### config.mk
export PLATFORM = sky130hd
export DESIGN_NAME = mdpf_cell
export DESIGN_NICKNAME = d
export VERILOG_FILES = /design/src/hw/rtl/mdpf_pkg.sv /design/src/hw/rtl/mdpf_cell.sv
export SDC_FILE = /design/constraint.sdc
export NUM_CORES = 1
export LEC_CHECK = 0
export ABC_AREA = 1
export BUFFER_PORTS_ARGS = -buffer_cell sky130_fd_sc_hd__buf_2
export CORE_MARGIN = 2
export CORE_UTILIZATION = 40
export DETAILED_ROUTE_END_ITERATION = 7
export GPL_TIMING_DRIVEN = 0
export MAX_ROUTING_LAYER = met4
export PLACE_DENSITY_LB_ADDON = 0.2
export SYNTH_ARGS = -nofsm -noshare
export SYNTH_HDL_FRONTEND = slang
export SYNTH_SLANG_ARGS = --single-unit
### constraint.sdc
create_clock -name clk -period 3.9 [get_ports clk]
set_input_delay 0.585 -clock clk [delete_from_list [all_inputs] [get_ports clk]]
set_output_delay 0.585 -clock clk [all_outputs]
set_load 0.01 [all_outputs]
### src/hw/rtl/mdpf_pkg.sv
// mdpf_pkg: shared widths, codes and types of the min difference pair finder
// used by the channel interfaces, the sorter cells and the top level
`default_nettype none

package mdpf_pkg;

  localparam int MAX_VALUES_DEF = 256;
  localparam int VAL_W          = 32;
  localparam int POS_W          = 9;
  localparam int STAT_W         = 2;

  typedef enum logic [1:0] {
    ST_LOAD,
    ST_DRAIN,
    ST_EMIT
  } state_t;

  typedef enum logic [STAT_W-1:0] {
    STAT_OK       = 2'd0,
    STAT_TOO_MANY = 2'd1,
    STAT_TOO_FEW  = 2'd2
  } status_t;

  // per-cycle command shared by every cell of the chain
  typedef struct packed {
    logic ins;
    logic drn;
  } cell_ctl_t;

endpackage

`default_nettype wire

### src/hw/rtl/mdpf_cell.sv
// mdpf_cell: one cell of the insertion sort chain, holds a value and its arrival index
// depends on mdpf_pkg for the value width and the chain command type
`default_nettype none

module mdpf_cell #(
  parameter int IDX_W = 8
) (
  input  wire                               clk,
  input  wire mdpf_pkg::cell_ctl_t          ctl,
  input  wire                               occ,
  input  wire signed [mdpf_pkg::VAL_W-1:0]  new_val,
  input  wire        [IDX_W-1:0]            new_pos,
  input  wire                               prev_gt,
  input  wire signed [mdpf_pkg::VAL_W-1:0]  prev_val,
  input  wire        [IDX_W-1:0]            prev_pos,
  input  wire signed [mdpf_pkg::VAL_W-1:0]  next_val,
  input  wire        [IDX_W-1:0]            next_pos,
  output logic signed [mdpf_pkg::VAL_W-1:0] val_q,
  output logic        [IDX_W-1:0]           pos_q,
  output logic                              gt
);

  logic signed [mdpf_pkg::VAL_W-1:0] val_r;
  logic        [IDX_W-1:0]           pos_r;

  // strict compare keeps equal values in arrival order
  always_comb begin
    gt = occ && (val_r > new_val);
  end

  always_ff @(posedge clk) begin
    if (ctl.drn) begin
      val_r <= next_val;
      pos_r <= next_pos;
    end else if (ctl.ins) begin
      if (prev_gt) begin
        val_r <= prev_val;
        pos_r <= prev_pos;
      end else if (gt || !occ) begin
        val_r <= new_val;
        pos_r <= new_pos;
      end
    end
  end

  assign val_q = val_r;
  assign pos_q = pos_r;

endmodule

`default_nettype wire

==> reports/metrics.yaml <==
synthesis:
  synth_seq_area_share: 0.409
  avgSynthCellArea_um2: 8.69
  synth_most_common_cell: "nand2_1"
  synth_cells: 338
  synth_nets: 495
  synthFlopType: "edfxtp_1"
  synth_top_area_frac: 0.409
  yosys_warnings: 0
  yosys.area.top_type: "edfxtp_1"
  synth_seq_cells: 40
  synth_edf_count: 40
  ys_top_cells_by_area: "edfxtp_1, ha_1, nand2_1, o21a_1, o211ai_1"
  netlist_area_um2: 2940
  synth.distinct_cells: 25
  async_reset_ff_frac: 0
  synth.top_cells.by_count: "nand2_1, edfxtp_1, inv_1"
global_routing:
  antenna_found_initial: 0
  first_global_vias: 2807
  grt-ovfl-total: 0
  track_usage: 0.203
  grt_pass1_wl_um: 12300
  grt_max_degree: 23
drt:
  drt_iter0_markers: 131
  wirelength_um: 8070
  drc: 0
  vias: 2974
  vias_per_cell: 4.88
  wire_per_inst_um: 13.2
  drt_pass1_iterations: 4
  drt.antenna.violating_nets: 0
timing:
  rsz0062_at_grt: "false"
  fin_setup_tns_ps: 0
  skew_ps: 7.44
  period_share: 0.705
  tightest_slew_ps: 736
  setup_viol: 0
  fmax_mhz: 364
  finalCriticalPeriod_ps: 2750
  final_max_slew_viol_count: 0
  hold_violations: 0
  slew_headroom: 0.508
cts:
  postCtsSetupRepairBufs: 0
  cts_resized: 0
  cts_made_buffers: 5
  cts_root_buf: "clkbuf_8"
  worstSkewPairLatency_ps: 290
  cts_hold_buffers: 0
  h-tree-depth: 2
  cts_sinks: 40
  cts.reportedPaths.clkPinSlew_ps: 80
  clk_path_buf_depth: 2
  cts_tree: "yes"
pwr:
  peakVddDrop_mv: 0.140
  powerDensity_nw_per_um2: 300
  p_leak_nw: 2.00
worst_setup_path:
  path_max_fanout: 22
  cp_slowest_cell: "a21oi_4"
  worstPathRequired_ps: 3900
  cpMostUsedCell: "nand2_1"
  path_class: "input port to register"
  cp-start-kind: "input port"
  startpoint: "new_val[31]"
  crit_path_end_kind: "register"
  rr_startpoint: "val_q[31]"
  cpPeakStageDelay_ps: 620
  path_cells: "buf_2, inv_1, ha_1, nand2_1, nor2_2, nand2_2, nor4_4, nand2_1, nand3_1, nand3_2, a21oi_4, buf_16"
  critPathArrivalTime_ps: 2750
floorplanning:
  core-area_um2: 7180
  die_w_um: 89.7
  die_h_um: 89.7
  start_util: 0.409
  die_area_um2: 8040
  io_pins: 166
  rows: 31
finish:
  final_util: 0.557
  drive_gt1_frac: 0.364
  nets: 667
  design_area_um2: 4000
  area_growth_pct: 36.2
  diodes: 0
place:
  postPlaceCellArea_um2: 3920
  dpl.hpwl_um: 6340
  gp_congestion: 0.828
  portBuffers: 164
hold_path:
  min_path_type: "input port to register"
  hp-start: "next_val[26]"
run_status:
  status: "finished, final reports clean"
job:
  drv_cap: 0
-- where the power goes --
group / total (mW) / switching [mW] / internal, mW
Clock: 0.273 / 0.152 / 0.122
Combinational: 0.375 / 0.204 / 0.171
Sequential: 0.553 / 0.0220 / 0.531
Total: 1.20 / 0.377 / 0.824
-- layout by cell type, fill, tap and decap left out --
cell type	netlist	final
nor2_1	20	20
nand3_2	1	1
o21a_2	1	1
nand4_1	2	2
o211ai_1	29	29
nor2_2	2	2
o21a_1	30	30
o21ai_0	2	2
a21o_1	2	2
clkbuf_1	12	12
a21oi_2	2	1
nor4_4	1	1
inv_2	2	2
nand2_1	74	74
clkbuf_8	0	5
clkinv_1	1	2
a21oi_4	0	1
nand2_2	1	1
o21ai_1	1	1
clkinv_2	0	2
buf_1	1	1
a21oi_1	35	35
buf_16	0	1
nand3_1	2	2
ha_1	32	32
buf_2	4	168
nor3_1	1	1
edfxtp_1	40	40
inv_1	40	40
-- final timing paths --
path	slack, ps	endpoint	cells after the start
min reg2reg	1160	val_q[28]	4
min	560	val_q[26]	2
max reg2reg	1170	val_q[6]	10
max	1150	val_q[6]	12
-- area by class of cell --
type	instances	area, µm²
Buffer	17	68.8
Sequential cell	40	1200
Clock inverter	3	13.8
Inverter	43	161
Clock buffer	5	68.8
Multi-Input combinational cell	238	1510
Tap cell	99	124
Timing Repair Buffer	165	848
Fill cell	726	3180
-- sequential cells by signal (all words and copies together), names as in the netlist --
name   cells
pos_q      8
val_q     32
-- stage by stage --
stage | std cells | setup slack, ps | hold WS (ps) | power [mW]
5_1_grt | 610 | 912 | 564 | 1.28
2_1_floorplan | 338 | 689 | 771 | 0.775
3_3_place_gp | 601 | -208 | 857 | 0.926
3_5_place_dp | 602 | 805 | 861 | 0.941
4_1_cts | 610 | 1100 | 556 | 1.21
6_report | 610 | 1150 | 562 | 1.20
-- critical path: cells and delay by family --
kind,cells,cell delay [ps]
compound gates,1,620
buf+inv,3,380
simple gates,7,830
fa+ha+maj,1,330
-- cell families (layout without fill, tap and decap cells) --
group	after synthesis	count (layout)	share of synthesized area
buffers and inverters	60	233	0.0784
adder cells (fa/ha/maj)	32	32	0.136
AO/OA/AOI/OAI	102	102	0.230
flip-flops	40	40	0.409
AND/OR/NAND/NOR	104	104	0.147
-- metal layers --
| layer | wire length (µm) | part of all wire | GRT usage | up-vias |
|---|---|---|---|---|
| met1 | 3410 | 0.42 | 0.242 | 1350 |
| met3 | 404 | 0.050 | 0.0274 | 10 |
| met2 | 4140 | 0.51 | 0.364 | 101 |
| met5 | 0 | 0 | - | - |
| li1 | - | - | - | 1513 |
| met4 | 105 | 0.013 | 0.0434 | 0 |
Power figures use the tool's default switching activity.
