File: src/hw/rtl/mdpf_pkg.sv
// mdpf_pkg: shared widths, codes and types of the min difference pair finder
// used by the channel interfaces, the sorter cells and the top level
`default_nettype none

package mdpf_pkg;

  localparam int MAX_VALUES_DEF = 256;
  localparam int VAL_W          = 32;
  localparam int POS_W          = 9;
  localparam int STAT_W         = 2;

  typedef enum logic [1:0] {
    ST_LOAD,
    ST_DRAIN,
    ST_EMIT
  } state_t;

  typedef enum logic [STAT_W-1:0] {
    STAT_OK       = 2'd0,
    STAT_TOO_MANY = 2'd1,
    STAT_TOO_FEW  = 2'd2
  } status_t;

  // per-cycle command shared by every cell of the chain
  typedef struct packed {
    logic ins;
    logic drn;
  } cell_ctl_t;

endpackage

`default_nettype wire

File: src/hw/rtl/mdpf_scan.sv
// mdpf_scan: walks the sorted values leaving cell 0 and keeps the closest adjacent pair
// depends on mdpf_pkg for the value width
`default_nettype none

module mdpf_scan #(
  parameter int IDX_W = 8
) (
  input  wire                               clk,
  input  wire                               step,
  input  wire                               first,
  input  wire                               second,
  input  wire signed [mdpf_pkg::VAL_W-1:0]  cur_val,
  input  wire        [IDX_W-1:0]            cur_pos,
  output logic       [mdpf_pkg::VAL_W-1:0]  best_diff,
  output logic       [IDX_W-1:0]            lo_pos,
  output logic       [IDX_W-1:0]            hi_pos
);

  logic signed [mdpf_pkg::VAL_W-1:0] prev_val_r;
  logic        [IDX_W-1:0]           prev_pos_r;
  logic        [mdpf_pkg::VAL_W-1:0] best_diff_r;
  logic        [IDX_W-1:0]           lo_pos_r;
  logic        [IDX_W-1:0]           hi_pos_r;
  logic        [mdpf_pkg::VAL_W-1:0] diff;
  logic                              take;

  // sorted order: difference is exact as unsigned, first strict minimum wins ties
  always_comb begin
    diff = mdpf_pkg::VAL_W'(cur_val - prev_val_r);
    take = !first && (second || (diff < best_diff_r));
  end

  always_ff @(posedge clk) begin
    if (step) begin
      prev_val_r <= cur_val;
      prev_pos_r <= cur_pos;
      if (take) begin
        best_diff_r <= diff;
        lo_pos_r    <= prev_pos_r;
        hi_pos_r    <= cur_pos;
      end
    end
  end

  assign best_diff = best_diff_r;
  assign lo_pos    = lo_pos_r;
  assign hi_pos    = hi_pos_r;

endmodule

`default_nettype wire

File: config.mk
export PLATFORM = sky130hd
export DESIGN_NAME = mdpf_scan
export DESIGN_NICKNAME = d
export VERILOG_FILES = /design/src/hw/rtl/mdpf_pkg.sv /design/src/hw/rtl/mdpf_scan.sv
export SDC_FILE = /design/constraint.sdc
export NUM_CORES = 1
export LEC_CHECK = 0
export BUFFER_PORTS_ARGS = -buffer_cell sky130_fd_sc_hd__buf_2
export CAP_MARGIN = 20
export CELL_PAD_IN_SITES_DETAIL_PLACEMENT = 2
export CELL_PAD_IN_SITES_GLOBAL_PLACEMENT = 2
export CORE_ASPECT_RATIO = 0.5
export CORE_MARGIN = 2
export CORE_UTILIZATION = 37
export DETAILED_ROUTE_END_ITERATION = 8
export GPL_ROUTABILITY_DRIVEN = 0
export PLACE_DENSITY_LB_ADDON = 0.1
export SYNTH_ARGS = -nofsm -noshare
export SYNTH_HDL_FRONTEND = slang
export SYNTH_SLANG_ARGS = --single-unit
export TNS_END_PERCENT = 10
File: constraint.sdc
create_clock -name clk -period 7.9 [get_ports clk]
set_input_delay 0.395 -clock clk [delete_from_list [all_inputs] [get_ports clk]]
set_output_delay 0.395 -clock clk [all_outputs]
set_load 0.01 [all_outputs]
==> impl_metrics.env <==
export IMPL_status="complete, no violations"
export IMPL_vias_per_cell=5.18
export IMPL_worstPathRequired_ns=7.88
export IMPL_portBuffers=91
export IMPL_grt_max_degree=42
export IMPL_slew_headroom=0.621
export IMPL_post_place_ws_ns=2.87
export IMPL_yosysSeqAreaShare=0.502
export IMPL_clock_root_buffer="clkbuf_16"
export IMPL_reg2reg_depth=16
export IMPL_cap_violations=0
export IMPL_hp_start="cur_pos[7]"
export IMPL_period_needed_ns=4.87
export IMPL_critPathArrivalTime_ns=4.85
export IMPL_top_level_ports=92
export IMPL_worst_slew_pin_slew_ns=0.569
export IMPL_hold_viol=0
export IMPL_crit_family="compound AO/OA/AOI/OAI gates"
export IMPL_syn_avg_cell_area_um2=11.0
export IMPL_clock_sinks=88
export IMPL_hold_path_endpoint="hi_pos[7]"
export IMPL_r2r_slack_ns=3.03
export IMPL_finalWorstSetupSlack_ns=3.03
export IMPL_layout_common_cells="buf_2, edfxtp_1, inv_1"
export IMPL_vias=4002
export IMPL_synth_edff_count=88
export IMPL_start_util=0.384
export IMPL_cp_cell_sequence="ha_1, fa_1, nor2b_1, o2111ai_1, a21oi_2, a211oi_2, o41ai_4, a41oi_2, xnor2_1, ha_1, a21o_1, a21o_1, a21oi_1, o221ai_1, a21oi_4, buf_4"
export IMPL_syn_inst=477
export IMPL_yosys_warnings=0
export IMPL_power_density_nw_per_um2=234
export IMPL_insertedDiodeCount=0
export IMPL_clk_pin_slew_worst_paths_ns=0.07
export IMPL_wl_per_cell_um=18.7
export IMPL_cts_buffers=9
export IMPL_cts_setup_buffers=0
export IMPL_syn_nets=584
export IMPL_skew_ns=0.0103
export IMPL_cts_tree="done"
export IMPL_rsz0062_at_grt="false"
export IMPL_grt_usage=0.197
export IMPL_cpPeakStageDelay_ns=0.54
export IMPL_drc=0
export IMPL_syn_cell_area_um2=5260
export IMPL_critical_path_buf_inv_count=1
export IMPL_place_hpwl_mm=11.0
export IMPL_period_share=0.616
export IMPL_irDropWorstVdd_mv=0.107
export IMPL_ant_nets=0
export IMPL_clk_latency_ns=0.34
export IMPL_cts_resized=0
export IMPL_overflow=0
export IMPL_min_delay_path_depth=1
export IMPL_critPathSlowestCell="buf_4"
export IMPL_crit_path_max_fanout=41
export IMPL_fmax_ghz=0.205
export IMPL_drt_wl_total_mm=14.5
export IMPL_finalSetupTns_ns=0
export IMPL_crit_path_start_kind="register"
export IMPL_finalMaxSlewViolations=0
export IMPL_first_global_vias=4364
export IMPL_synthFlopType="edfxtp_1"
export IMPL_core_area_um2=13700
export IMPL_r2r_end="best_diff[10]"
export IMPL_die_h_um=88.3
export IMPL_worstSetupPathType="register to register"
export IMPL_detail_route_first_pass_iterations=4
export IMPL_ctsHtreeMaxLevel=3
export IMPL_drive_gt1_frac=0.212
export IMPL_endpoint_kind="register"
export IMPL_grt_pass1_wl_mm=23.3
export IMPL_antenna_found_initial=0
export IMPL_dieArea_um2=15200
export IMPL_clock_path_buffers=2
export IMPL_placementRows=30
export IMPL_r2r_start="prev_val_r[0]"
export IMPL_cts_hold_buf=0
export IMPL_drtIter0Drc=150
export IMPL_p_leak_nw=2.75
export IMPL_hp_class="input pin to register"
export IMPL_finalSetupViolCount=0
export IMPL_area_growth_pct=19.4
export IMPL_finalNetCount=683
export IMPL_final_common_cell="buf_2"
export IMPL_ys_ff_latch=88
export IMPL_dieWidth_um=173
export IMPL_synth_cell_type_count=47
export IMPL_ys_async_sr_fraction=0
==> cell usage after synthesis (5+ instances only) <==
master / n / area share
edfxtp_1: 88 / 0.50
inv_1: 69 / 0.049
ha_1: 62 / 0.15
a21oi_1: 45 / 0.043
nor2_1: 31 / 0.022
nand2_1: 29 / 0.021
o21ai_0: 26 / 0.025
xnor2_1: 20 / 0.033
nand4_1: 13 / 0.015
a211oi_1: 10 / 0.014
a21o_1: 10 / 0.014
xor2_1: 10 / 0.017
o211ai_1: 6 / 0.0086
nand3_1: 5 / 0.0048
nor2b_1: 5 / 0.0059
==> worst max path at each step <==
stage             startpoint            end  slack (ns)  depth (start not counted)
2_1_floorplan     cur_val[0]   best_diff[0]        2.05                         16
3_3_place_gp      cur_val[0]   best_diff[4]        3.03                         18
3_5_place_dp      cur_val[0]   best_diff[4]        2.87                         18
4_1_cts        prev_val_r[0]   best_diff[8]        2.97                         16
5_1_grt        prev_val_r[0]   best_diff[8]        2.66                         16
6_report       prev_val_r[0]  best_diff[10]        3.03                         16
==> kinds of logic after synthesis <==
group,Yosys count,share of synthesized area
AO/OA/AOI/OAI,124,0.153
AND/OR/NAND/NOR,98,0.0908
flip-flops,88,0.502
buffers and inverters,74,0.0530
adder cells (fa/ha/maj),63,0.151
XOR/XNOR,30,0.0499
==> where the power goes <==
| group | total, mW | internal, mW | switching [mW] |
|---|---|---|---|
| clock network | 0.444 | 0.249 | 0.195 |
| registers | 0.595 | 0.577 | 0.0179 |
| logic | 0.434 | 0.165 | 0.269 |
==> per-layer routing <==
metal  up-vias  track usage  share of wire
li1       1935            -              -
met1      2003        0.240           0.45
met2        57        0.372           0.51
met3         7       0.0382          0.027
met4         0       0.0357         0.0055
met5         -            0              0
==> layout make-up <==
cell class	instances	area [um^2]
timing repair buffer	93	483
fill	1453	7420
tap	192	240
sequential	88	2640
clock inverter	7	78.8
multi-input combinational	315	2350
inverter	69	259
clock buffer	9	225
==> flip-flops by register name, indices dropped and copies added, names as in the netlist <==
register,flops
best_diff,32
prev_val_r,32
hi_pos,8
lo_pos,8
prev_pos_r,8
==> per-stage QoR <==
step / total power, mW / hold slack (ns) / std cells / utilization / instance area (um^2)
final: 1.47 / 0.240 / 773 / 0.458 / 6280
after global routing: 1.57 / 0.226 / 773 / 0.458 / 6280
after CTS: 1.49 / 0.228 / 772 / 0.457 / 6260
after detailed placement: 1.04 / 0.410 / 756 / 0.435 / 5960
after global placement: 1.01 / 0.401 / 756 / 0.435 / 5960
after floorplan: 0.884 / 0.400 / 477 / - / 5260
==> worst register-to-register path, stage by stage, from the launching register on <==
cell       delay, ns
edfxtp_1        0.38
ha_1            0.22
fa_1            0.43
nor2b_1         0.18
o2111ai_1       0.21
a21oi_2         0.22
a211oi_2        0.11
o41ai_4         0.49
a41oi_2         0.21
xnor2_1         0.20
ha_1            0.20
a21o_1          0.17
a21o_1          0.18
a21oi_1         0.19
o221ai_1        0.22
a21oi_4         0.32
buf_4           0.54
Note: power is estimated with default switching activity, not from simulation.
